<file path="src/hdl/jetp_pkg.sv">
// Package for the Julia escape-time pixel block: widths, register indexes,
// reset values, palette table, shared types and saturation helper.
// No dependencies.
`default_nettype none

package jetp_pkg;

	// number formats
	localparam int VAL_W      = 32;              // Q4.28 coordinate register
	localparam int FRAC_BITS  = 28;
	localparam int COORD_BITS = 12;
	localparam int STEP_BITS  = 31;
	localparam int ITER_BITS  = 12;
	localparam int CNT_W      = ITER_BITS + 1;
	localparam int PAL_SIZE   = 12;
	localparam int IDX_W      = 4;
	localparam int COLOR_W    = 32;
	localparam int PROD_W     = 2 * VAL_W;       // full-width square
	localparam int SUM_W      = PROD_W + 1;      // headroom before saturation
	localparam int MAP_W      = COORD_BITS + STEP_BITS;
	localparam int NUM_W      = ITER_BITS + $clog2(PAL_SIZE);

	// escape threshold 4.0 in the square domain; wider than the word means never
	localparam int TSHIFT = 2 + 2 * FRAC_BITS;
	localparam logic [PROD_W-1:0] THRESH =
		(TSHIFT >= PROD_W) ? '1 : (PROD_W'(1) << TSHIFT);

	// start-point queue
	localparam int QDEPTH = 2;
	localparam int QAW    = $clog2(QDEPTH);

	// configuration port
	localparam int CFG_IDX_W = 3;
	localparam logic [CFG_IDX_W-1:0] REG_C_REAL    = 3'd0;
	localparam logic [CFG_IDX_W-1:0] REG_C_IMAG    = 3'd1;
	localparam logic [CFG_IDX_W-1:0] REG_LEFT_EDGE = 3'd2;
	localparam logic [CFG_IDX_W-1:0] REG_TOP_EDGE  = 3'd3;
	localparam logic [CFG_IDX_W-1:0] REG_STEP_X    = 3'd4;
	localparam logic [CFG_IDX_W-1:0] REG_STEP_Y    = 3'd5;
	localparam logic [CFG_IDX_W-1:0] REG_ITER_LIM  = 3'd6;
	localparam logic [CFG_IDX_W-1:0] REG_NO_REPEAT = 3'd7;

	localparam logic signed [VAL_W-1:0] RST_C_REAL    = -32'sd198642237;
	localparam logic signed [VAL_W-1:0] RST_C_IMAG    = 32'sd26843546;
	localparam logic signed [VAL_W-1:0] RST_LEFT_EDGE = -32'sd536870912;
	localparam logic signed [VAL_W-1:0] RST_TOP_EDGE  = 32'sd536870912;
	localparam logic [STEP_BITS-1:0]    RST_STEP      = 31'd3579139;
	localparam logic [ITER_BITS-1:0]    RST_ITER_LIM  = 12'd1000;

	localparam logic [COLOR_W-1:0] BLACK = 32'hFF00_0000;

	localparam logic [COLOR_W-1:0] PALETTE [PAL_SIZE] = '{
		32'hFFEEC73E, 32'hFFF0A513, 32'hFFFB8B00, 32'hFFF44800,
		32'hFFFFFF99, 32'hFFFFFF00, 32'hFFFDCA01, 32'hFF986601,
		32'hFFF44800, 32'hFFFD3301, 32'hFFD40000, 32'hFF980101
	};

	typedef struct packed {
		logic signed [VAL_W-1:0] c_real;
		logic signed [VAL_W-1:0] c_imag;
		logic signed [VAL_W-1:0] left_edge;
		logic signed [VAL_W-1:0] top_edge;
		logic [STEP_BITS-1:0]    step_x;
		logic [STEP_BITS-1:0]    step_y;
		logic [ITER_BITS-1:0]    iteration_limit;
		logic                    no_repeat_mode;
	} cfg_t;

	typedef struct packed {
		logic signed [VAL_W-1:0] x;
		logic signed [VAL_W-1:0] y;
	} point_t;

	typedef enum logic [1:0] {
		IT_IDLE,
		IT_MUL,
		IT_ADD,
		IT_DONE
	} it_state_t;

	typedef enum logic [1:0] {
		SH_IDLE,
		SH_DIV,
		SH_FIN,
		SH_OUT
	} sh_state_t;

	// clamp a wide signed sum into the coordinate register range
	function automatic logic signed [VAL_W-1:0] sat_val(input logic signed [SUM_W-1:0] v);
		logic fits;
		fits = (&v[SUM_W-1:VAL_W-1]) | ~(|v[SUM_W-1:VAL_W-1]);
		if (fits)
			return v[VAL_W-1:0];
		else if (v[SUM_W-1])
			return {1'b1, {(VAL_W-1){1'b0}}};
		else
			return {1'b0, {(VAL_W-1){1'b1}}};
	endfunction

	function automatic logic [COLOR_W-1:0] pal_color(input logic [IDX_W-1:0] idx);
		if (idx < IDX_W'(PAL_SIZE))
			return PALETTE[idx];
		else
			return '0;
	endfunction

endpackage

`default_nettype wire

</file>
<file path="src/hdl/jetp_queue.sv">
// Short start-point queue between front end and iteration engine.
// Uses jetp_pkg (point_t, QDEPTH).
`default_nettype none

module jetp_queue import jetp_pkg::*; (
	input  wire logic   clk,
	input  wire logic   arst_n,
	input  wire logic   push,
	input  wire point_t push_data,
	output logic        full,
	input  wire logic   pop,
	output logic        head_valid,
	output point_t      head_data
);

	point_t         mem_q [QDEPTH];
	logic [QAW-1:0] wr_q;
	logic [QAW-1:0] rd_q;
	logic [QAW:0]   cnt_q;

	assign full       = (cnt_q == (QAW+1)'(QDEPTH));
	assign head_valid = (cnt_q != '0);
	assign head_data  = mem_q[rd_q];

	always_ff @(posedge clk or negedge arst_n) begin
		if (!arst_n) begin
			wr_q  <= '0;
			rd_q  <= '0;
			cnt_q <= '0;
		end else begin
			if (push)
				wr_q <= (wr_q == QAW'(QDEPTH-1)) ? '0 : wr_q + 1'b1;
			if (pop)
				rd_q <= (rd_q == QAW'(QDEPTH-1)) ? '0 : rd_q + 1'b1;
			if (push & ~pop)
				cnt_q <= cnt_q + 1'b1;
			else if (pop & ~push)
				cnt_q <= cnt_q - 1'b1;
		end
	end

	always_ff @(posedge clk) begin
		if (push)
			mem_q[wr_q] <= push_data;
	end

	a_no_overflow: assert property (@(posedge clk) disable iff (!arst_n)
		push |-> (!full || pop))
		else $error("queue push while full");

endmodule

`default_nettype wire

</file>
<file path="config.mk">
export PLATFORM = sky130hd
export DESIGN_NAME = jetp_queue
export DESIGN_NICKNAME = d
export VERILOG_FILES = /design/src/hdl/jetp_pkg.sv /design/src/hdl/jetp_queue.sv
export SDC_FILE = /design/constraint.sdc
export NUM_CORES = 1
export LEC_CHECK = 0
export BUFFER_PORTS_ARGS = -buffer_cell sky130_fd_sc_hd__buf_4
export CAP_MARGIN = 0
export CORE_MARGIN = 2
export CORE_UTILIZATION = 45
export DETAILED_ROUTE_END_ITERATION = 8
export GPL_ROUTABILITY_DRIVEN = 0
export MAX_ROUTING_LAYER = met4
export PLACE_DENSITY = 0.7
export SYNTH_ARGS = -nofsm -noshare
export SYNTH_HDL_FRONTEND = slang
export SYNTH_SLANG_ARGS = --single-unit
export TNS_END_PERCENT = 50
</file>
<file path="constraint.sdc">
create_clock -name clk -period 4.3 [get_ports clk]
set_input_delay 0.215 -clock clk [delete_from_list [all_inputs] [get_ports clk]]
set_output_delay 0.215 -clock clk [all_outputs]
set_load 0.05 [all_outputs]
</file>
==> impl_metrics.yaml <==
run_status:
  status: "finished, final reports clean"
critical_path:
  worstSetupPathType: "flop to primary output"
  startpoint_type: "flop"
  reg2reg_from: "wr_q"
  r2r_slack_ps: 2180
  endpoint: "head_data[9]"
  cp-startpoint: "rd_q"
  reg2reg_to: "mem_q[1][59]"
  crit_arrival_ps: 2470
  cp_max_fo: 59
  rr_worst_depth: 2
  critPathRequiredTime_ps: 4090
  setup.worst_path.end_class: "primary output"
synth:
  syn_area_per_cell_um2: 23.3
  ys_warn_count: 0
  synth-edff-count: 128
  yosys_most_used_dff: "edfxtp_1"
  ys_ff_latch: 132
  synth_area_leaders: "edfxtp_1 (77%), mux2_4 (15%), mux2_2 (3.1%), dfrtp_1 (2.0%), buf_6 (1.3%)"
  synth_top_area_share_pct: 76.7
  synth_most_common_cell: "edfxtp_1"
  synth_area_um2: 5010
  synthArstFlopShare_pct: 3.03
  ys_types: 14
  postSynthCellCount: 215
  syn-num-nets: 284
  synth_area_leader_cell: "edfxtp_1"
  ys_seq_area_share_pct: 78.7
  synth_common_cells: "edfxtp_1 (128), mux2_4 (50), mux2_2 (14)"
sta:
  holdWs_ps: 59.3
  final-setup-viol-count: 0
  final.period_utilization_pct: 62.4
  grt_setup_unrepaired: "false"
  worst_slew_pin_slew_ps: 1070
  finalClockSkew_ps: 12.3
  slew_headroom_pct: 28.5
  max_freq_mhz: 373
  fin_tns_setup_ps: 0
  drv_slew: 0
  hold_viol_final: 0
  period_needed_ps: 2680
route:
  postRouteAntennaNets: 0
  firstDrtPassIters: 4
  num_vias: 2698
  viasPerCell: 4.63
  drc_errors: 0
  drt_iter0_markers: 89
  drt-total-wl_mm: 9.29
  avgRoutedWirePerCell_um: 15.9
grt:
  grt.overflow.total: 0
  antenna_found_initial: 0
  grt_pass1_vias: 2875
  grt_start_max_net_pins: 60
  track_usage_pct: 16.3
  grt_pass1_wl_mm: 13.7
floorplanning:
  fp-row-count: 38
  start_util_pct: 46.2
  core_um2: 10800
  io_pins: 134
  fp.dieArea_um2: 12000
  fp.dieH_um: 110
  die_w_um: 110
clocking:
  cts-buffers-inserted: 17
  tritoncts_num_sinks: 132
  clk_path_buf_depth: 2
  clock_latency_ps: 500
  clockRootBuffer: "clkbuf_8"
  htreeDepth: 4
  cts_tree: "yes"
  clk_pin_slew_ps: 60
power_and_ir_drop:
  leakagePower_nw: 2.99
  p_total_mw: 5.53
  p_per_area_nw_per_um2: 745
  peakVddDrop_mv: 0.546
final_layout:
  regArea_um2: 3950
  final_layout_size_suffix_gt1_share_pct: 53.0
  final.fill_count: 719
  area_growth_pct: 48.2
  fin_cells: 583
  fin_nets: 499
  multi_input_area_um2: 1000
  antenna_cells: 0
flow_run:
  drv_cap: 0
worst_hold_path:
  hp-class: "input port to async pin"
placement:
  dpl.cell_count: 484
  hpwl_mm: 5.57
  port_buffers: 133
layout by cell type, fill, tap and decap left out, drive strengths merged:
| cell | n |
|---|---|
| clkinvlp | 3 |
| xor2 | 4 |
| clkinv | 2 |
| mux2 | 64 |
| dlygate4sd3 | 67 |
| buf | 136 |
| nor2 | 1 |
| nor2b | 2 |
| edfxtp | 128 |
| bufinv | 3 |
| and2 | 1 |
| or2 | 1 |
| inv | 4 |
| ha | 1 |
| xnor2 | 1 |
| dfrtp | 4 |
| clkbuf | 21 |
area by class of cell:
class                      count  area share [%]
multi-input combinational     75            13.5
timing repair buffer         203            22.8
clock buffer                  21            6.18
inverter                       1          0.0505
clock inverter                11            2.00
sequential                   132            53.1
tap                          140            2.36
cells by family after synthesis:
| kind of cell | after synthesis | synth area share (%) |
|---|---|---|
| mux | 64 | 18.1 |
| buf+inv | 8 | 1.52 |
| simple gates | 5 | 0.574 |
| xor+xnor | 5 | 0.873 |
| flops | 132 | 78.7 |
| fa+ha+maj | 1 | 0.250 |
sequential cells by signal, summed over array words and instances (netlist names):
signal and count:
rd_q 1, mem_q 128, wr_q 1, cnt_q 2
worst max-delay path, cell delays in order, from the launching register on:
cell and delay [ps]:
dfrtp_4 1100, buf_4 340, mux2_4 320, buf_4 190
power breakdown:
part / total, mW / switching (mW) / internal (mW)
sequential: 1.93 / 0.212 / 1.71
clock: 1.45 / 0.517 / 0.933
combinational: 2.16 / 1.31 / 0.848
total: 5.53 / 2.04 / 3.49
routing by layer:
metal	track usage, %	part of all wire, %
met1	17.0	39
met2	28.9	55
met3	4.74	4.9
met4	6.51	1.1
met5	-	0
through the flow:
step | setup WS [ps] | area (um^2) | utilization (%)
after floorplan | 559 | 5010 | -
after global placement | 2100 | 6150 | 56.7
after detailed placement | 2090 | 6150 | 56.7
after CTS | 1540 | 7430 | 68.5
after global routing | 1480 | 7430 | 68.5
final | 1620 | 7430 | 68.5
repair_timing:
| action | CTS | global route |
|---|---|---|
| hold endpoints to repair | 134 | 0 |
| buffers inserted | 0 | 0 |
| hold buffers | 67 | 0 |
| resized for setup | 0 | 0 |
how the worst min path moves through the flow:
stage | cells after the start | startpoint | slack [ps] | endpoint
2_1_floorplan | 0 | arst_n | -80 | cnt_q[0]
3_3_place_gp | 1 | arst_n | 10 | wr_q
3_5_place_dp | 1 | arst_n | 10 | wr_q
4_1_cts | 2 | arst_n | 9 | wr_q
5_1_grt | 2 | arst_n | 30 | wr_q
6_report | 2 | arst_n | 60 | wr_q
Power figures use the tool's default switching activity.
