File: src/hdl/jetp_pkg.sv
// Package for the Julia escape-time pixel block: widths, register indexes,
// reset values, palette table, shared types and saturation helper.
// No dependencies.
`default_nettype none

package jetp_pkg;

	// number formats
	localparam int VAL_W      = 32;              // Q4.28 coordinate register
	localparam int FRAC_BITS  = 28;
	localparam int COORD_BITS = 12;
	localparam int STEP_BITS  = 31;
	localparam int ITER_BITS  = 12;
	localparam int CNT_W      = ITER_BITS + 1;
	localparam int PAL_SIZE   = 12;
	localparam int IDX_W      = 4;
	localparam int COLOR_W    = 32;
	localparam int PROD_W     = 2 * VAL_W;       // full-width square
	localparam int SUM_W      = PROD_W + 1;      // headroom before saturation
	localparam int MAP_W      = COORD_BITS + STEP_BITS;
	localparam int NUM_W      = ITER_BITS + $clog2(PAL_SIZE);

	// escape threshold 4.0 in the square domain; wider than the word means never
	localparam int TSHIFT = 2 + 2 * FRAC_BITS;
	localparam logic [PROD_W-1:0] THRESH =
		(TSHIFT >= PROD_W) ? '1 : (PROD_W'(1) << TSHIFT);

	// start-point queue
	localparam int QDEPTH = 2;
	localparam int QAW    = $clog2(QDEPTH);

	// configuration port
	localparam int CFG_IDX_W = 3;
	localparam logic [CFG_IDX_W-1:0] REG_C_REAL    = 3'd0;
	localparam logic [CFG_IDX_W-1:0] REG_C_IMAG    = 3'd1;
	localparam logic [CFG_IDX_W-1:0] REG_LEFT_EDGE = 3'd2;
	localparam logic [CFG_IDX_W-1:0] REG_TOP_EDGE  = 3'd3;
	localparam logic [CFG_IDX_W-1:0] REG_STEP_X    = 3'd4;
	localparam logic [CFG_IDX_W-1:0] REG_STEP_Y    = 3'd5;
	localparam logic [CFG_IDX_W-1:0] REG_ITER_LIM  = 3'd6;
	localparam logic [CFG_IDX_W-1:0] REG_NO_REPEAT = 3'd7;

	localparam logic signed [VAL_W-1:0] RST_C_REAL    = -32'sd198642237;
	localparam logic signed [VAL_W-1:0] RST_C_IMAG    = 32'sd26843546;
	localparam logic signed [VAL_W-1:0] RST_LEFT_EDGE = -32'sd536870912;
	localparam logic signed [VAL_W-1:0] RST_TOP_EDGE  = 32'sd536870912;
	localparam logic [STEP_BITS-1:0]    RST_STEP      = 31'd3579139;
	localparam logic [ITER_BITS-1:0]    RST_ITER_LIM  = 12'd1000;

	localparam logic [COLOR_W-1:0] BLACK = 32'hFF00_0000;

	localparam logic [COLOR_W-1:0] PALETTE [PAL_SIZE] = '{
		32'hFFEEC73E, 32'hFFF0A513, 32'hFFFB8B00, 32'hFFF44800,
		32'hFFFFFF99, 32'hFFFFFF00, 32'hFFFDCA01, 32'hFF986601,
		32'hFFF44800, 32'hFFFD3301, 32'hFFD40000, 32'hFF980101
	};

	typedef struct packed {
		logic signed [VAL_W-1:0] c_real;
		logic signed [VAL_W-1:0] c_imag;
		logic signed [VAL_W-1:0] left_edge;
		logic signed [VAL_W-1:0] top_edge;
		logic [STEP_BITS-1:0]    step_x;
		logic [STEP_BITS-1:0]    step_y;
		logic [ITER_BITS-1:0]    iteration_limit;
		logic                    no_repeat_mode;
	} cfg_t;

	typedef struct packed {
		logic signed [VAL_W-1:0] x;
		logic signed [VAL_W-1:0] y;
	} point_t;

	typedef enum logic [1:0] {
		IT_IDLE,
		IT_MUL,
		IT_ADD,
		IT_DONE
	} it_state_t;

	typedef enum logic [1:0] {
		SH_IDLE,
		SH_DIV,
		SH_FIN,
		SH_OUT
	} sh_state_t;

	// clamp a wide signed sum into the coordinate register range
	function automatic logic signed [VAL_W-1:0] sat_val(input logic signed [SUM_W-1:0] v);
		logic fits;
		fits = (&v[SUM_W-1:VAL_W-1]) | ~(|v[SUM_W-1:VAL_W-1]);
		if (fits)
			return v[VAL_W-1:0];
		else if (v[SUM_W-1])
			return {1'b1, {(VAL_W-1){1'b0}}};
		else
			return {1'b0, {(VAL_W-1){1'b1}}};
	endfunction

	function automatic logic [COLOR_W-1:0] pal_color(input logic [IDX_W-1:0] idx);
		if (idx < IDX_W'(PAL_SIZE))
			return PALETTE[idx];
		else
			return '0;
	endfunction

endpackage

`default_nettype wire

File: src/hdl/jetp_front.sv
// Front end: accepts pixel transactions and maps them to complex start points.
// Uses jetp_pkg; feeds jetp_queue.
`default_nettype none

module jetp_front import jetp_pkg::*; (
	input  wire logic                  clk,
	input  wire logic                  arst_n,
	input  wire cfg_t                  cfg,
	input  wire logic                  in_valid,
	output logic                       in_stall,
	input  wire logic [COORD_BITS-1:0] pixel_x,
	input  wire logic [COORD_BITS-1:0] pixel_y,
	output logic                       push,
	output point_t                     push_data,
	input  wire logic                  full
);

	logic              valid_s1;
	logic [MAP_W-1:0]  prod_x_s1;
	logic [MAP_W-1:0]  prod_y_s1;
	logic              accept;
	logic [STEP_BITS-1:0] step_x;
	logic [STEP_BITS-1:0] step_y;
	logic signed [SUM_W-1:0] ext_left;
	logic signed [SUM_W-1:0] ext_top;
	logic signed [SUM_W-1:0] ext_px;
	logic signed [SUM_W-1:0] ext_py;

	assign step_x   = cfg.step_x;
	assign step_y   = cfg.step_y;
	assign in_stall = valid_s1 & full;
	assign accept   = in_valid & ~in_stall;
	assign push     = valid_s1 & ~full;

	always_ff @(posedge clk or negedge arst_n) begin
		if (!arst_n) begin
			valid_s1 <= 1'b0;
		end else if (accept) begin
			valid_s1 <= 1'b1;
		end else if (push) begin
			valid_s1 <= 1'b0;
		end
	end

	always_ff @(posedge clk) begin
		if (accept) begin
			prod_x_s1 <= MAP_W'(pixel_x) * MAP_W'(step_x);
			prod_y_s1 <= MAP_W'(pixel_y) * MAP_W'(step_y);
		end
	end

	always_comb begin
		ext_left    = SUM_W'(cfg.left_edge);
		ext_top     = SUM_W'(cfg.top_edge);
		ext_px      = SUM_W'(prod_x_s1);
		ext_py      = SUM_W'(prod_y_s1);
		push_data.x = sat_val(ext_left + ext_px);
		push_data.y = sat_val(ext_top - ext_py);
	end

endmodule

`default_nettype wire

File: config.mk
export PLATFORM = sky130hd
export DESIGN_NAME = jetp_front
export DESIGN_NICKNAME = d
export VERILOG_FILES = /design/src/hdl/jetp_pkg.sv /design/src/hdl/jetp_front.sv
export SDC_FILE = /design/constraint.sdc
export NUM_CORES = 2
export LEC_CHECK = 0
export BUFFER_PORTS_ARGS = -buffer_cell sky130_fd_sc_hd__buf_2
export CAP_MARGIN = 20
export CORE_ASPECT_RATIO = 0.5
export CORE_MARGIN = 5
export CORE_UTILIZATION = 45
export CTS_CLUSTER_DIAMETER = 100
export CTS_CLUSTER_SIZE = 8
export DETAILED_ROUTE_END_ITERATION = 10
export GPL_TIMING_DRIVEN = 1
export PLACE_DENSITY = 0.66
export SLEW_MARGIN = 20
export SYNTH_ARGS = -nofsm -noshare
export SYNTH_HDL_FRONTEND = slang
export SYNTH_SLANG_ARGS = --single-unit
File: constraint.sdc
create_clock -name clk -period 4.5 [get_ports clk]
set_input_delay 0.45 -clock clk [delete_from_list [all_inputs] [get_ports clk]]
set_output_delay 0.45 -clock clk [all_outputs]
set_load 0.02 [all_outputs]
==> results by stage <==
Critical path:
- The critical path class is input pin to flop.
- In this run the worst setup path begins at pixel_y[6].
- The arrival time of the worst setup path is 5830 ps.
- The startpoint type of the worst setup path is an input pin.
- For the worst flop-to-flop path, the logic depth is 3.
- The capturing element type of the critical path is a flop.
- The critical register-to-register path startpoint is valid_s1.
- Of all nets on the critical path, the largest fanout is 4.
- The data required time at the worst endpoint is 4630 ps.

STA:
- The least setup slack across all paths after layout is -1210 ps.
- Of the available clock period, the critical path in the final layout requires 127%.
- The worst clock skew on the final layout is 15.7 ps.
- For this run, the top clock speed supported by timing is 175 MHz.
- The final-report hold violation count is 0.
- The worst path in the final design needs a cycle of 5710 ps, including I/O delays and setup.
- Setup repair after global routing could not meet its margin everywhere.
- For the final routed database, the setup TNS stands at -42840 ps.
- For the pin with the worst max-slew slack, the measured transition is 864 ps.
- The count of endpoints failing setup in the final report is 90.
- The max-slew violation count is 0.
- The worst pin sits at a relative slew slack of 42.4%.

Clock network:
- Clock-pin slew was measured on the worst setup and hold paths at 80 ps.
- Counting the buffers created by CTS gives 9.
- The CTS sink count is 87.
- The clock latency on the worst-skew pair is 370 ps.
- The H-tree was split into 3 levels.
- The clock passes through at most 2 buffers.
- The cell at the root of the clock tree is sky130_fd_sc_hd__clkbuf_16.
- The TritonCTS clock tree is yes.

GRT:
- The first global-routing pass estimated 142 mm of wire.
- Entering global routing, the biggest net connects 87 pins.
- In the global route stage, overall resource usage came out at 23.3%.
- The via count of the first global-routing pass is 28000.
- The total overflow left after global routing is 0.
- The number of antenna violations at the first check in global routing is 2.

Drt:
- The via count is 26700.
- After detailed routing, the number of vias per cell comes to 5.19.
- The average wire length per cell after detail routing is 17.3 um.
- The sum of routed wire length over all layers is 88.9 mm.
- The first detailed-routing pass took 7 iterations.
- The post-detailed-route DRC marker count is 0.
- The violation count after the first detailed-route iteration is 1652.
- The post-detailed-route count of antenna-violating nets is 0.

Job:
- The max-capacitance violation count is 0.

Synth:
- The sequential share of the synthesized area is 8.44%.
- Synthesis produced a netlist with a net count of 4705.
- During synthesis, Yosys emitted a total of 0 warnings.
- The cell area that synthesis handed to floorplanning was 30900 um^2.
- In this run, distinct cell masters in the synthesized netlist total 74.
- The mean instance size in the synthesized netlist is 8.48 um^2.
- The flip-flop and latch count after synthesis is 87.
- Of the total synthesized cell area, the portion taken by AND, OR, NAND and NOR gates is 16.9%.
- The commonest register cell after synthesis is sky130_fd_sc_hd__edfxtp_1.
- Counting every instance in the synthesized netlist gives 3642.
- The dominant combinational cell family by area after synthesis is adder cells.
- The proportion of synthesized flip-flops having asynchronous set or reset is 1.15%.
- The portion of synthesized area spent on multiplexers is 0.174%.
- The number of flops mapped to enable cells by yosys is 86.
- Summing the areas of all xor and xnor instances in the mapped netlist gives 4.19% of the synthesized area.
- After Yosys synthesis, full adders, half adders and majority gates account for 47.8% of the synthesized area.
- The synthesized netlist devotes 11.4% of its cell area to compound gates.

Run status:
- The checks that failed: negative setup slack.
- The run finished, with violations left.

Placed design:
- The number of placed instances, taps included, is 5021.
- The count of input and output buffers is 219.
- The detailed placement HPWL is 70.5 mm.
- The last weighted congestion value of the routability-driven placer is 0.962.

Final layout:
- The fraction of layout cells with a size suffix above 1 is 28.5%.
- In the layout the commonest cells are sky130_fd_sc_hd__inv_1, sky130_fd_sc_hd__nand2_1, sky130_fd_sc_hd__fa_1, sky130_fd_sc_hd__buf_4, sky130_fd_sc_hd__and2_1.
- The area growth from synthesis to layout is 32.2%.
- In the final design database the tool counted 5309 nets.
- The filler-free cell count of the finished design is 5150.
- The core occupancy in the finished layout is 60.5%.
- Leaving out fill and tap cells, the most frequent cell in the layout is sky130_fd_sc_hd__inv_1.

Worst hold path:
- The tightest min-delay check is of the input pin to flop type.
- In this run the most critical hold path is launched from in_valid.
- The hold-critical path depth is 2.

Floorplanning:
- The standard-cell row count is 67.
- In this run the vertical extent of the chip is 195 um.
- The core area is 67500 um^2.
- The initial core utilization is 45.8%.
- Pin placement for this block handled 297 I/O pins.
- The die covers 74300 um^2.
- The x dimension of the die is 381 um.
## registers in the layout, indices dropped and copies added, names as in the netlist
| register | cells |
|---|---|
| prod_x_s1 | 43 |
| prod_y_s1 | 43 |
| valid_s1 | 1 |
## critical path: stages
cell and delay (ps):
sky130_fd_sc_hd__buf_12 110, sky130_fd_sc_hd__and2_4 150, sky130_fd_sc_hd__fa_1 550, sky130_fd_sc_hd__inv_2 50, sky130_fd_sc_hd__fa_1 530, sky130_fd_sc_hd__inv_1 50, sky130_fd_sc_hd__fa_1 450, sky130_fd_sc_hd__fa_1 490
sky130_fd_sc_hd__inv_1 50, sky130_fd_sc_hd__fa_1 490, sky130_fd_sc_hd__inv_2 50, sky130_fd_sc_hd__ha_4 260, sky130_fd_sc_hd__o211ai_1 160, sky130_fd_sc_hd__a2111oi_4 460, sky130_fd_sc_hd__o31ai_4 160, sky130_fd_sc_hd__a211oi_4 300
sky130_fd_sc_hd__o21ai_4 110, sky130_fd_sc_hd__a2111oi_4 350, sky130_fd_sc_hd__o31ai_2 120, sky130_fd_sc_hd__a21oi_1 190, sky130_fd_sc_hd__o21a_1 140, sky130_fd_sc_hd__nor2_1 50, sky130_fd_sc_hd__xnor2_1 120
## per-layer routing
layer	share of wire, %	track usage [%]	wire (um)
met5	0	0	0
met4	3.0	6.06	2660
met3	5.8	3.84	5120
met2	49	40.2	43400
met1	42	30.6	37800
## cell families after synthesis
kind of cell	Yosys count
and+or+nand+nor	1121
AOI/OAI and AO/OA	553
adders and majority gates	832
xor gates and xnor gates	147
DFF	87
muxes	5
buffers and inverters	897
## synth_stat cells (20+ instances only)
master | count | area [um^2]
sky130_fd_sc_hd__inv_1 | 726 | 2730
sky130_fd_sc_hd__nand2_1 | 616 | 2310
sky130_fd_sc_hd__fa_1 | 582 | 11700
sky130_fd_sc_hd__ha_1 | 250 | 3130
sky130_fd_sc_hd__and2_1 | 236 | 1480
sky130_fd_sc_hd__a21oi_1 | 210 | 1050
sky130_fd_sc_hd__clkbuf_1 | 157 | 589
sky130_fd_sc_hd__nor2_1 | 100 | 375
sky130_fd_sc_hd__xnor2_1 | 94 | 823
sky130_fd_sc_hd__edfxtp_1 | 86 | 2580
sky130_fd_sc_hd__o21ai_0 | 74 | 370
sky130_fd_sc_hd__a21o_1 | 66 | 495
sky130_fd_sc_hd__xor2_1 | 52 | 455
sky130_fd_sc_hd__nand3_1 | 37 | 185
sky130_fd_sc_hd__o21a_1 | 29 | 218
sky130_fd_sc_hd__o21bai_1 | 29 | 218
sky130_fd_sc_hd__nand4_1 | 22 | 138
sky130_fd_sc_hd__a31oi_1 | 20 | 125
## worst paths after layout
check	endpoint	slack (ps)
min in group asynchronous	valid_s1	370
min reg2reg	valid_s1	700
max reg2reg	prod_x_s1[40]	2740
min	valid_s1	280
max in group asynchronous	valid_s1	4050
max	prod_y_s1[40]	-1210
## cell type report
| class | instances | area [um^2] |
|---|---|---|
| multi-input combinational | 2658 | 27200 |
| clock buffer | 9 | 225 |
| antenna | 2 | 5.00 |
| fill | 5668 | 26700 |
| tap | 897 | 1120 |
| clock inverter | 7 | 48.8 |
| inverter | 726 | 2730 |
| sequential | 87 | 2610 |
| timing repair buffer | 764 | 6850 |
## per-stage QoR
| stage | cell area [um^2] | hold slack, ps | setup WS (ps) |
|---|---|---|---|
| final | 40800 | 279 | -1210 |
| after global routing | 40800 | 272 | -1440 |
| after CTS | 39400 | 263 | -1130 |
| after detailed placement | 36200 | 227 | -2130 |
| after global placement | 36200 | 226 | -2000 |
| after floorplan | 31600 | 154 | -1430 |
## timing repair
item / in CTS / in global routing
pin swaps: 193 / 160
endpoints found under the setup margin: 124 / 125
gates cloned: 16 / 6
hold buffers: 1 / 0
buffers inserted: 76 / 48
endpoints found under the hold margin: 1 / 0
gates resized for setup: 493 / 251
Power is not shown: default switching activity piles up to over one toggle a cycle in this logic, so the estimate is an artifact.
