==> config.mk <==
export PLATFORM = sky130hd
export DESIGN_NAME = jetp_shade
export DESIGN_NICKNAME = d
export VERILOG_FILES = /design/src/hdl/jetp_pkg.sv /design/src/hdl/jetp_shade.sv
export SDC_FILE = /design/constraint.sdc
export NUM_CORES = 1
export LEC_CHECK = 0
export ABC_AREA = 1
export BUFFER_PORTS_ARGS = -buffer_cell sky130_fd_sc_hd__buf_2
export CORE_AREA = 2 2 137 85
export CTS_BUF_LIST = sky130_fd_sc_hd__clkbuf_2
export DETAILED_ROUTE_END_ITERATION = 8
export DIE_AREA = 0 0 139 87
export PLACE_DENSITY = 0.87
export REMOVE_ABC_BUFFERS = 1
export SYNTH_ARGS = -nofsm -noshare
export SYNTH_HDL_FRONTEND = slang
export SYNTH_SLANG_ARGS = --single-unit
==> constraint.sdc <==
create_clock -name clk -period 7.8 [get_ports clk]
set_clock_uncertainty 0.2 [all_clocks]
set_input_delay 1.95 -clock clk [delete_from_list [all_inputs] [get_ports clk]]
set_output_delay 1.95 -clock clk [all_outputs]
set_load 0.05 [all_outputs]
==> src/hdl/jetp_pkg.sv <==
// Package for the Julia escape-time pixel block: widths, register indexes,
// reset values, palette table, shared types and saturation helper.
// No dependencies.
`default_nettype none

package jetp_pkg;

	// number formats
	localparam int VAL_W      = 32;              // Q4.28 coordinate register
	localparam int FRAC_BITS  = 28;
	localparam int COORD_BITS = 12;
	localparam int STEP_BITS  = 31;
	localparam int ITER_BITS  = 12;
	localparam int CNT_W      = ITER_BITS + 1;
	localparam int PAL_SIZE   = 12;
	localparam int IDX_W      = 4;
	localparam int COLOR_W    = 32;
	localparam int PROD_W     = 2 * VAL_W;       // full-width square
	localparam int SUM_W      = PROD_W + 1;      // headroom before saturation
	localparam int MAP_W      = COORD_BITS + STEP_BITS;
	localparam int NUM_W      = ITER_BITS + $clog2(PAL_SIZE);

	// escape threshold 4.0 in the square domain; wider than the word means never
	localparam int TSHIFT = 2 + 2 * FRAC_BITS;
	localparam logic [PROD_W-1:0] THRESH =
		(TSHIFT >= PROD_W) ? '1 : (PROD_W'(1) << TSHIFT);

	// start-point queue
	localparam int QDEPTH = 2;
	localparam int QAW    = $clog2(QDEPTH);

	// configuration port
	localparam int CFG_IDX_W = 3;
	localparam logic [CFG_IDX_W-1:0] REG_C_REAL    = 3'd0;
	localparam logic [CFG_IDX_W-1:0] REG_C_IMAG    = 3'd1;
	localparam logic [CFG_IDX_W-1:0] REG_LEFT_EDGE = 3'd2;
	localparam logic [CFG_IDX_W-1:0] REG_TOP_EDGE  = 3'd3;
	localparam logic [CFG_IDX_W-1:0] REG_STEP_X    = 3'd4;
	localparam logic [CFG_IDX_W-1:0] REG_STEP_Y    = 3'd5;
	localparam logic [CFG_IDX_W-1:0] REG_ITER_LIM  = 3'd6;
	localparam logic [CFG_IDX_W-1:0] REG_NO_REPEAT = 3'd7;

	localparam logic signed [VAL_W-1:0] RST_C_REAL    = -32'sd198642237;
	localparam logic signed [VAL_W-1:0] RST_C_IMAG    = 32'sd26843546;
	localparam logic signed [VAL_W-1:0] RST_LEFT_EDGE = -32'sd536870912;
	localparam logic signed [VAL_W-1:0] RST_TOP_EDGE  = 32'sd536870912;
	localparam logic [STEP_BITS-1:0]    RST_STEP      = 31'd3579139;
	localparam logic [ITER_BITS-1:0]    RST_ITER_LIM  = 12'd1000;

	localparam logic [COLOR_W-1:0] BLACK = 32'hFF00_0000;

	localparam logic [COLOR_W-1:0] PALETTE [PAL_SIZE] = '{
		32'hFFEEC73E, 32'hFFF0A513, 32'hFFFB8B00, 32'hFFF44800,
		32'hFFFFFF99, 32'hFFFFFF00, 32'hFFFDCA01, 32'hFF986601,
		32'hFFF44800, 32'hFFFD3301, 32'hFFD40000, 32'hFF980101
	};

	typedef struct packed {
		logic signed [VAL_W-1:0] c_real;
		logic signed [VAL_W-1:0] c_imag;
		logic signed [VAL_W-1:0] left_edge;
		logic signed [VAL_W-1:0] top_edge;
		logic [STEP_BITS-1:0]    step_x;
		logic [STEP_BITS-1:0]    step_y;
		logic [ITER_BITS-1:0]    iteration_limit;
		logic                    no_repeat_mode;
	} cfg_t;

	typedef struct packed {
		logic signed [VAL_W-1:0] x;
		logic signed [VAL_W-1:0] y;
	} point_t;

	typedef enum logic [1:0] {
		IT_IDLE,
		IT_MUL,
		IT_ADD,
		IT_DONE
	} it_state_t;

	typedef enum logic [1:0] {
		SH_IDLE,
		SH_DIV,
		SH_FIN,
		SH_OUT
	} sh_state_t;

	// clamp a wide signed sum into the coordinate register range
	function automatic logic signed [VAL_W-1:0] sat_val(input logic signed [SUM_W-1:0] v);
		logic fits;
		fits = (&v[SUM_W-1:VAL_W-1]) | ~(|v[SUM_W-1:VAL_W-1]);
		if (fits)
			return v[VAL_W-1:0];
		else if (v[SUM_W-1])
			return {1'b1, {(VAL_W-1){1'b0}}};
		else
			return {1'b0, {(VAL_W-1){1'b1}}};
	endfunction

	function automatic logic [COLOR_W-1:0] pal_color(input logic [IDX_W-1:0] idx);
		if (idx < IDX_W'(PAL_SIZE))
			return PALETTE[idx];
		else
			return '0;
	endfunction

endpackage

`default_nettype wire

==> src/hdl/jetp_shade.sv <==
// Shading back end: inside test, palette index by shared restoring divider,
// palette lookup and the output register. Uses jetp_pkg.
`default_nettype none

module jetp_shade import jetp_pkg::*; (
	input  wire logic             clk,
	input  wire logic             arst_n,
	input  wire cfg_t             cfg,
	input  wire logic             res_valid,
	input  wire logic [CNT_W-1:0] res_count,
	output logic                  res_take,
	output logic                  out_valid,
	input  wire logic             out_stall,
	output logic [COLOR_W-1:0]    pixel_color,
	output logic [CNT_W-1:0]      iteration_count,
	output logic                  inside_set,
	output logic [IDX_W-1:0]      palette_index
);

	localparam int STEP_W = $clog2(NUM_W + 1);

	sh_state_t state_q, state_d;

	logic [NUM_W-1:0]     num_q;   // dividend in, quotient out
	logic [ITER_BITS-1:0] den_q;
	logic [ITER_BITS-1:0] rem_q;
	logic [STEP_W-1:0]    step_q;
	logic [COLOR_W-1:0]   color_q;
	logic [CNT_W-1:0]     count_q;
	logic                 inside_q;
	logic [IDX_W-1:0]     idx_q;

	logic                 is_inside;
	logic [ITER_BITS:0]   trial;
	logic                 fits;
	logic [IDX_W-1:0]     idx_d;

	always_comb begin
		is_inside = (res_count >= {1'b0, cfg.iteration_limit});
		trial     = {rem_q, num_q[NUM_W-1]};
		fits      = (trial >= {1'b0, den_q});
		idx_d     = cfg.no_repeat_mode ? num_q[IDX_W-1:0] : rem_q[IDX_W-1:0];
	end

	always_ff @(posedge clk or negedge arst_n) begin
		if (!arst_n)
			state_q <= SH_IDLE;
		else
			state_q <= state_d;
	end

	always_comb begin
		state_d   = state_q;
		res_take  = 1'b0;
		out_valid = 1'b0;
		case (state_q)
			SH_IDLE: begin
				res_take = 1'b1;
				if (res_valid)
					state_d = is_inside ? SH_OUT : SH_DIV;
			end
			SH_DIV: begin
				if (step_q == STEP_W'(1))
					state_d = SH_FIN;
			end
			SH_FIN: begin
				state_d = SH_OUT;
			end
			SH_OUT: begin
				out_valid = 1'b1;
				if (!out_stall)
					state_d = SH_IDLE;
			end
			default: state_d = SH_IDLE;
		endcase
	end

	always_ff @(posedge clk) begin
		case (state_q)
			SH_IDLE: begin
				if (res_valid) begin
					count_q  <= res_count;
					inside_q <= is_inside;
					color_q  <= BLACK;
					idx_q    <= '0;
					rem_q    <= '0;
					step_q   <= STEP_W'(NUM_W);
					// not inside means count < limit, so it fits ITER_BITS
					if (cfg.no_repeat_mode) begin
						num_q <= NUM_W'(PAL_SIZE) * NUM_W'(res_count[ITER_BITS-1:0]);
						den_q <= cfg.iteration_limit;
					end else begin
						num_q <= NUM_W'(res_count[ITER_BITS-1:0]);
						den_q <= ITER_BITS'(PAL_SIZE);
					end
				end
			end
			SH_DIV: begin
				rem_q  <= fits ? ITER_BITS'(trial - {1'b0, den_q}) : trial[ITER_BITS-1:0];
				num_q  <= {num_q[NUM_W-2:0], fits};
				step_q <= step_q - 1'b1;
			end
			SH_FIN: begin
				idx_q   <= idx_d;
				color_q <= pal_color(idx_d);
			end
			default: ;
		endcase
	end

	assign pixel_color     = color_q;
	assign iteration_count = count_q;
	assign inside_set      = inside_q;
	assign palette_index   = idx_q;

	a_idx_range: assert property (@(posedge clk) disable iff (!arst_n)
		out_valid |-> (palette_index < IDX_W'(PAL_SIZE)))
		else $error("palette index out of range");

	a_outside_count: assert property (@(posedge clk) disable iff (!arst_n)
		(out_valid && !inside_set) |-> (iteration_count < {1'b0, cfg.iteration_limit}))
		else $error("escaped pixel with count at or past limit");

	a_inside_black: assert property (@(posedge clk) disable iff (!arst_n)
		(out_valid && inside_set) |-> (pixel_color == BLACK && palette_index == '0))
		else $error("inside pixel not black");

endmodule

`default_nettype wire
==> results.cfg, run 1 <==
[logic_synthesis]
ys.flop_type = edfxtp_1
yosys.area_share.adder_pct = 11.6
syn-mean-instance-area_um2 = 8.74
yosysMostFrequentCell = nand2_1
synth_mux_area_share_pct = 0
synth.distinct_cells = 37
seq_area_frac_synth_pct = 47.5
synth_edf_count = 86
synthesis.area_mm2 = 0.00554
synth_area_leader_cell = edfxtp_1
synth_xor_area_share_pct = 1.58
async_reset_ff_share_pct = 2.27
synth_compound_area_share_pct = 8.85
yosysTopAreaCellShare_pct = 46.6
netlist_instances = 634
synthTopCellsByCount = 162 x nand2_1, 107 x inv_1, 86 x edfxtp_1, 65 x nor2_1, 48 x ha_1
synth_warnings = 0
synth_area_leaders = edfxtp_1 47%, nand2_1 11%, ha_1 11%
post_synth_and_or_nand_nor_area_fraction_pct = 20.8
synth-seq-cells = 88
synth_top_family_by_area = simple AND/OR/NAND/NOR gates

[grt]
antenna_found_initial = 0
grt_start_max_net_pins = 34
grt_use_total_pct = 21.5
grt_overflow = 0
grt_pass1_vias = 4038
grt_pass1_wl_um = 20300

[critical_path]
startpoint_type = flop
ff2ff_setup_slack_ns = 5.15
crit_required_ns = 5.65
crit_chain = inv_1 -> ha_1 -> buf_2
r2r_cells = 10
critPathSlowestCell = dfrtp_1
critical_path_depth = 3
worstSetupPathType = reg2out
reg2reg_to = rem_q[9]
r2r_start = rem_q[2]
end_kind = output pin
critPathMaxStageDelay_ns = 0.46
cp.arrival_ns = 1.83
path_delay_family = flip-flops
worstPathMaxFanout = 8
cp_num_buf_inv = 2

[floorplan]
pin_count = 272
core_mm2 = 0.0110
initial_core_util_pct = 50.5
core.rowCount = 30
die_w_um = 139
die_h_um = 87
dieArea_mm2 = 0.0121

[power_and_ir_drop]
power.leakage_nw = 3.01
power_switching_w = 0.00127
pwr-share-comb_pct = 56.1
p_seq_share_pct = 35.4
powerDensity_mw_per_mm2 = 407
swShare_pct = 51.2
clkPwrFrac_pct = 8.5
irDropWorstVdd_uv = 263
p_int_w = 0.00121

[worst_hold_path]
min_path_type = reg2reg
hold_start = num_q[12]
hold_depth = 2
hold_path_end = num_q[13]

[sta]
fmax_mhz = 251
slew_violations = 0
rsz0062_at_grt = no
setup_ws_ns = 3.82
worst_pin_slew_ns = 1.04
min_period_ns = 3.98
finalSetupTns_ns = 0
final.period_utilization_pct = 51.0
hold_violations = 0
max-slew-margin-rel_pct = 30.3
setup_violations = 0

[clock_tree]
cts.hold.buffers_added = 0
numCtsBuffers = 9
cts_tree = done
worst_skew_pair.late_latency_ns = 0.57
cts_resized = 0
max-clock-path-buffers = 2
clock_sinks = 88
htree_levels = 3
path_clk_slew_ns = 0.25
root_buffer = clkbuf_2
cts_setup_buffers = 0

[detailed_routing]
wl_per_cell_um = 14.5
num_vias = 4461
ant_nets = 0
dr.pass1.iters = 5
drc = 0
drt-total-wl_um = 12400
drt_iter0_markers = 503
avgViaCountPerCell = 5.19

[place]
pre_cts_slack_ns = 3.70
place_congestion = 0.972
dpl.hpwl_um = 9550
place_inst = 844
portBuffers = 80
placed_area_mm2 = 0.00602

[finish]
antenna_cells = 0
regArea_mm2 = 0.00263
areaGrowthSynthToFinish_pct = 10.5
finalInstanceArea_mm2 = 0.00612
drive_above_1_share_pct = 16.3
layout.nets = 981
finalCoreUtilization_pct = 55.8
instances_no_fill = 860
fill_cells = 945
multi_input_area_mm2 = 0.00238

[status]
status = finished clean

[run]
drv_cap = 0
==> power by group through the flow <==
| stage | sequential (W) | combinational (W) | clock, W |
|---|---|---|---|
| after global placement | 0.000883 | 0.00134 | 0 |
| final | 0.000881 | 0.00140 | 0.000211 |
| after detailed placement | 0.000892 | 0.00138 | 0 |
| after global routing | 0.000901 | 0.00154 | 0.000233 |
| after CTS | 0.000880 | 0.00138 | 0.000214 |
| after floorplan | 0.00117 | 0.000769 | 0 |
==> layout by cell type, fill, tap and decap left out, drive strengths merged, types with 8 or more instances in the layout <==
cell	count
nor2	66
xnor2	8
ha	48
nand4	8
edfxtp	86
buf	83
nand3	27
nand2	165
a21oi	29
inv	110
clkbuf	10
o21ai	32
==> final cells by class <==
class / instances / share of cell area [%]
inverter: 108 / 6.63
timing repair buffer: 83 / 6.91
multi-input combinational: 421 / 39.0
clock buffer: 10 / 0.818
clock inverter: 6 / 0.716
sequential: 88 / 43.0
tap: 144 / 2.94
==> through the flow <==
| step | total power [W] | hold WS (ns) |
|---|---|---|
| global placement | 0.00222 | 0.295 |
| CTS | 0.00248 | 0.316 |
| floorplan | 0.00193 | 0.291 |
| detailed placement | 0.00227 | 0.305 |
| finish | 0.00249 | 0.330 |
| global route | 0.00268 | 0.366 |
==> cell families (layout without fill, tap and decap cells) <==
family	Yosys count	after routing
simple gates	279	279
buf+inv	125	207
flops	88	88
compound gates	81	81
fa+ha+maj	50	50
xor+xnor	10	10
other cells	1	1
==> worst max path at each step <==
stage | endpoint | from | slack, ns
final | res_take | state_q[0] | 3.82
after detailed placement | pixel_color[11] | cfg[0] | 3.70
after global placement | pixel_color[11] | cfg[0] | 3.74
after global routing | res_take | state_q[0] | 3.73
after CTS | res_take | state_q[0] | 3.80
after floorplan | pixel_color[24] | pixel_color[30] | 2.93
==> worst reg2reg max path: cells and delay by family, from the launching register on <==
kind	cells	cell delay [ns]
adder cells (fa/ha/maj)	1	0.40
buffers and inverters	1	0.18
flip-flops	1	0.55
AND/OR/NAND/NOR	8	1.13
==> state kept, by name, indices dropped and copies added, names as in the netlist <==
register         count
rem_q               12
step_q               5
inside_set           1
pixel_color         23
den_q               12
palette_index        4
iteration_count     13
num_q               16
state_q              2
==> layer usage <==
layer / vias up / global-route usage (%) / share of wire [%]
li1: 2227 / - / -
met1: 2032 / 31.5 / 48
met3: 14 / 5.72 / 9.3
met4: 0 / 7.25 / 1.3
met2: 188 / 30.9 / 41
met5: - / 0 / 0
No activity file was read; power rests on OpenSTA's default activity.
==> inputs of run 2 (changes only) <==
Settings changed: CORE_AREA 2 2 137 85 to 2 2 142 89, DIE_AREA 0 0 139 87 to 0 0 144 91, PLACE_DENSITY 0.87 to 0.81.
Clock period 7.8 ns to 4 ns, I/O delays scaled along.
==> results.cfg, run 2 (synthesis gave the netlist of run 1 again) <==
[finish]
drive_above_1_share_pct = 16.2
finalInstanceArea_mm2 = 0.00619
final_common_cell = nand2_1
antenna_cells = 0
layout_common_cells = 162 x nand2_1, 107 x inv_1, 86 x edfxtp_1
largest_reg_flops = 23
areaGrowthSynthToFinish_pct = 11.7
finalCoreUtilization_pct = 52.6
layout.nets = 982
instances_no_fill = 882

[clock_tree]
htree_levels = 3
path_clk_slew_ns = 0.26
numCtsBuffers = 9
max-clock-path-buffers = 2
cts_tree = done
worst_skew_pair.late_latency_ns = 0.56
clock_sinks = 88
root_buffer = clkbuf_2
cts_resized = 0

[power_and_ir_drop]
clkPwrFrac_pct = 9.9
swShare_pct = 50.5
powerDensity_mw_per_mm2 = 795
pwr-share-comb_pct = 55.3
power.leakage_nw = 3.03
irDropWorstVdd_uv = 277
power_switching_w = 0.00248
p_seq_share_pct = 34.8
p_int_w = 0.00244
power.total_w = 0.00492

[detailed_routing]
avgViaCountPerCell = 5.07
dr.pass1.iters = 5
drc = 0
drt-total-wl_um = 12500
num_vias = 4476
wl_per_cell_um = 14.2
ant_nets = 0
drt_iter0_markers = 423

[sta]
max-slew-margin-rel_pct = 31.1
min_period_ns = 3.02
slew_violations = 0
setup_violations = 0
fmax_mhz = 332
final.period_utilization_pct = 75.4
worst_pin_slew_ns = 1.03
hold_violations = 0
fin_worst_hold_slack_ns = 0.354
rsz0062_at_grt = no

[critical_path]
ff2ff_setup_slack_ns = 1.30
r2r_start = rem_q[2]
crit_required_ns = 2.80
startpoint_type = flop
worstSetupPathType = reg2out
worstPathMaxFanout = 8
r2r_cells = 9
reg2reg_to = num_q[0]
end_kind = output pin
cp.arrival_ns = 1.82

[grt]
grt_overflow = 0
grt_pass1_wl_um = 20500
grt_use_total_pct = 20.1
grt_start_max_net_pins = 34
grt_pass1_vias = 4079
antenna_found_initial = 0

[place]
placed_area_mm2 = 0.00605
place_inst = 865
place_congestion = 0.969
portBuffers = 80
dpl.hpwl_um = 9640

[floorplan]
initial_core_util_pct = 47.1
core_mm2 = 0.0118
die_h_um = 91
core.rowCount = 31
pin_count = 272
die_w_um = 144
dieArea_mm2 = 0.0131

[worst_hold_path]
hold_path_end = num_q[13]
hold_start = num_q[12]
min_path_type = reg2reg
hold_depth = 2

[run]
drv_cap = 0

[status]
status = finished clean
[run 2: final cells by class]
type / instances / area [µm²]
flip-flops and latches: 88 / 2630
inverters: 108 / 405
well taps: 165 / 206
clock buffers: 9 / 45.0
fillers: 1038 / 5570
repair buffers: 84 / 433
clock inverters: 7 / 80.1
multi-input cells: 421 / 2380
[run 2: worst max-delay path by stage]
stage	from	to	slack, ns	cells after the start
after floorplan	state_q[1]	num_q[0]	-0.43	4
after global placement	cfg[0]	pixel_color[11]	0.85	11
after detailed placement	cfg[0]	pixel_color[11]	0.85	11
after CTS	state_q[0]	res_take	0.96	3
after global routing	state_q[0]	res_take	0.86	3
final	state_q[0]	res_take	0.98	3
[run 2: routing by layer]
metal  track usage, %  wire, µm  vias to the layer above
met5                0         0                        -
met2             27.4      5110                      177
li1                 -         -                     2232
met4             4.41       116                        0
met3             4.59      1120                       10
met1             32.0      6200                     2057
[run 2: worst max-delay path, cell delays in order, from the launching register on]
cell and delay (ns):
dfrtp_1 0.46, inv_1 0.11, ha_1 0.36, buf_2 0.33
[run 2: timing repair]
action                                  CTS  global route
endpoints found under the hold margin     2             0
endpoints found under the setup margin    0             0
setup buffers                             0             0
hold buffers                              1             0
[run 2: power groups by stage]
stage	Combinational, W	Clock, W	Sequential [W]
after floorplan	0.00150	0	0.00227
after global placement	0.00262	0	0.00173
after detailed placement	0.00269	0	0.00173
after CTS	0.00269	0.000491	0.00171
after global routing	0.00301	0.000526	0.00175
final	0.00272	0.000487	0.00171
[run 2: per-stage QoR]
stage | setup slack, ns | setup TNS, ns
after CTS | 0.963 | 0
after global placement | 0.845 | 0
final | 0.985 | 0
after floorplan | -0.429 | -14.16
after detailed placement | 0.851 | 0
after global routing | 0.864 | 0
==> inputs of run 3 (changes only) <==
Clock period 4 ns to 2.9 ns, I/O delays scaled along.
==> results.cfg, run 3 (synthesis gave the netlist of run 1 again) <==
[status]
status = finished clean

[grt]
grt_pass1_wl_um = 20600
gr-usage-met1_pct = 31.1
antenna_found_initial = 0
grt.busiest_layer = met1
use_met2_pct = 28.2
grt_start_max_net_pins = 34
grt_util_met3_pct = 4.96
grt_overflow = 0
grt_pass1_vias = 4176
grt_use_total_pct = 20.2

[clock_tree]
worst_skew_pair.late_latency_ns = 0.59
numCtsBuffers = 9
cts_setup_buffers = 0
path_clk_slew_ns = 0.26
root_buffer = clkbuf_2
cts_resized = 0
cts_tree = done
cts.hold.buffers_added = 1
max-clock-path-buffers = 2
clock_sinks = 88
htree_levels = 3

[worst_hold_path]
min_path_type = in2reg
hold_path_end = iteration_count[12]
hold_start = res_count[12]
hold_depth = 1

[detailed_routing]
ant_nets = 0
drt-total-wl_um = 12600
drt_iter0_markers = 365
dr.pass1.iters = 5
wl_per_cell_um = 14.2
num_vias = 4507
avgViaCountPerCell = 5.06
drc = 0

[floorplan]
core.rowCount = 31
die_h_um = 91
die_w_um = 144
pin_count = 272
core_mm2 = 0.0118
dieArea_mm2 = 0.0131
initial_core_util_pct = 47.1

[sta]
fmax_mhz = 361
slew_violations = 0
setup_ws_ns = 0.132
fin_worst_hold_slack_ns = 0.137
hold_violations = 0
final.period_utilization_pct = 95.5
setup_violations = 0
min_period_ns = 2.77
rsz0062_at_grt = no

[place]
portBuffers = 80
place_congestion = 0.916
dpl.hpwl_um = 9780
pre_cts_slack_ns = 0.122
place_inst = 874

[finish]
layout_common_cells = 162 x nand2_1, 107 x inv_1, 86 x edfxtp_1
regArea_mm2 = 0.00263
instances_no_fill = 891
antenna_cells = 0
largest_reg_flops = 23
fill_cells = 1066
finalCoreUtilization_pct = 53.3
drive_above_1_share_pct = 17.2
multi_input_area_mm2 = 0.00238
layout.nets = 991
areaGrowthSynthToFinish_pct = 13.1
final_common_cell = nand2_1

[power_and_ir_drop]
power.leakage_nw = 3.07
irDropWorstVdd_uv = 447
powerDensity_mw_per_mm2 = 1100

[critical_path]
cp.arrival_ns = 1.84
critPathSlowestCell = dfrtp_1
worstPathMaxFanout = 8
path_delay_family = flip-flops
ff2ff_setup_slack_ns = 0.36
cp_num_buf_inv = 2
reg2reg_to = rem_q[11]
worstSetupPathType = reg2out
r2r_start = rem_q[2]
startpoint_type = flop
end_kind = output pin
critPathMaxStageDelay_ns = 0.48
r2r_cells = 10
crit_required_ns = 1.98
crit_chain = inv_1 -> ha_1 -> buf_2

[run]
drv_cap = 0
==> run 3: layout make-up <==
type,count,area share (%)
Clock buffer,9,0.719
Clock inverter,7,1.26
Inverter,108,6.47
Multi-Input combinational cell,421,38.0
Sequential cell,88,42.0
Tap cell,165,3.30
Timing Repair Buffer,93,8.19
==> run 3: how the worst max path moves through the flow <==
stage / start / end / slack [ns] / cells past startpoint
after floorplan: state_q[1] / num_q[0] / -1.53 / 4
after global placement: res_count[1] / num_q[9] / 0.21 / 8
after detailed placement: res_count[1] / num_q[9] / 0.12 / 8
after CTS: state_q[1] / res_take / 0.12 / 3
after global routing: state_q[0] / res_take / 0.03 / 3
final: state_q[1] / res_take / 0.13 / 3
==> run 3: report_power, final <==
| group | leakage (nW) | switching, W | total (W) | internal [W] |
|---|---|---|---|---|
| Clock | 0.0725 | 0.000471 | 0.000681 | 0.000211 |
| Combinational | 2.16 | 0.00276 | 0.00386 | 0.00109 |
| Sequential | 0.845 | 0.000214 | 0.00235 | 0.00214 |
==> run 3: metal layers <==
metal | part of all wire, % | vias up
met4 | 0.78 | 0
met5 | 0 | -
met3 | 8.3 | 9
li1 | - | 2248
met2 | 41 | 178
met1 | 50 | 2072
==> run 3: through the flow <==
| step | power, W | setup TNS [ns] | area, µm² |
|---|---|---|---|
| global placement | 0.00610 | 0 | 6130 |
| CTS | 0.00688 | 0 | 6260 |
| detailed placement | 0.00619 | 0 | 6130 |
| global route | 0.00740 | 0 | 6260 |
| floorplan | 0.00520 | -74.09 | 5410 |
| finish | 0.00689 | 0 | 6260 |
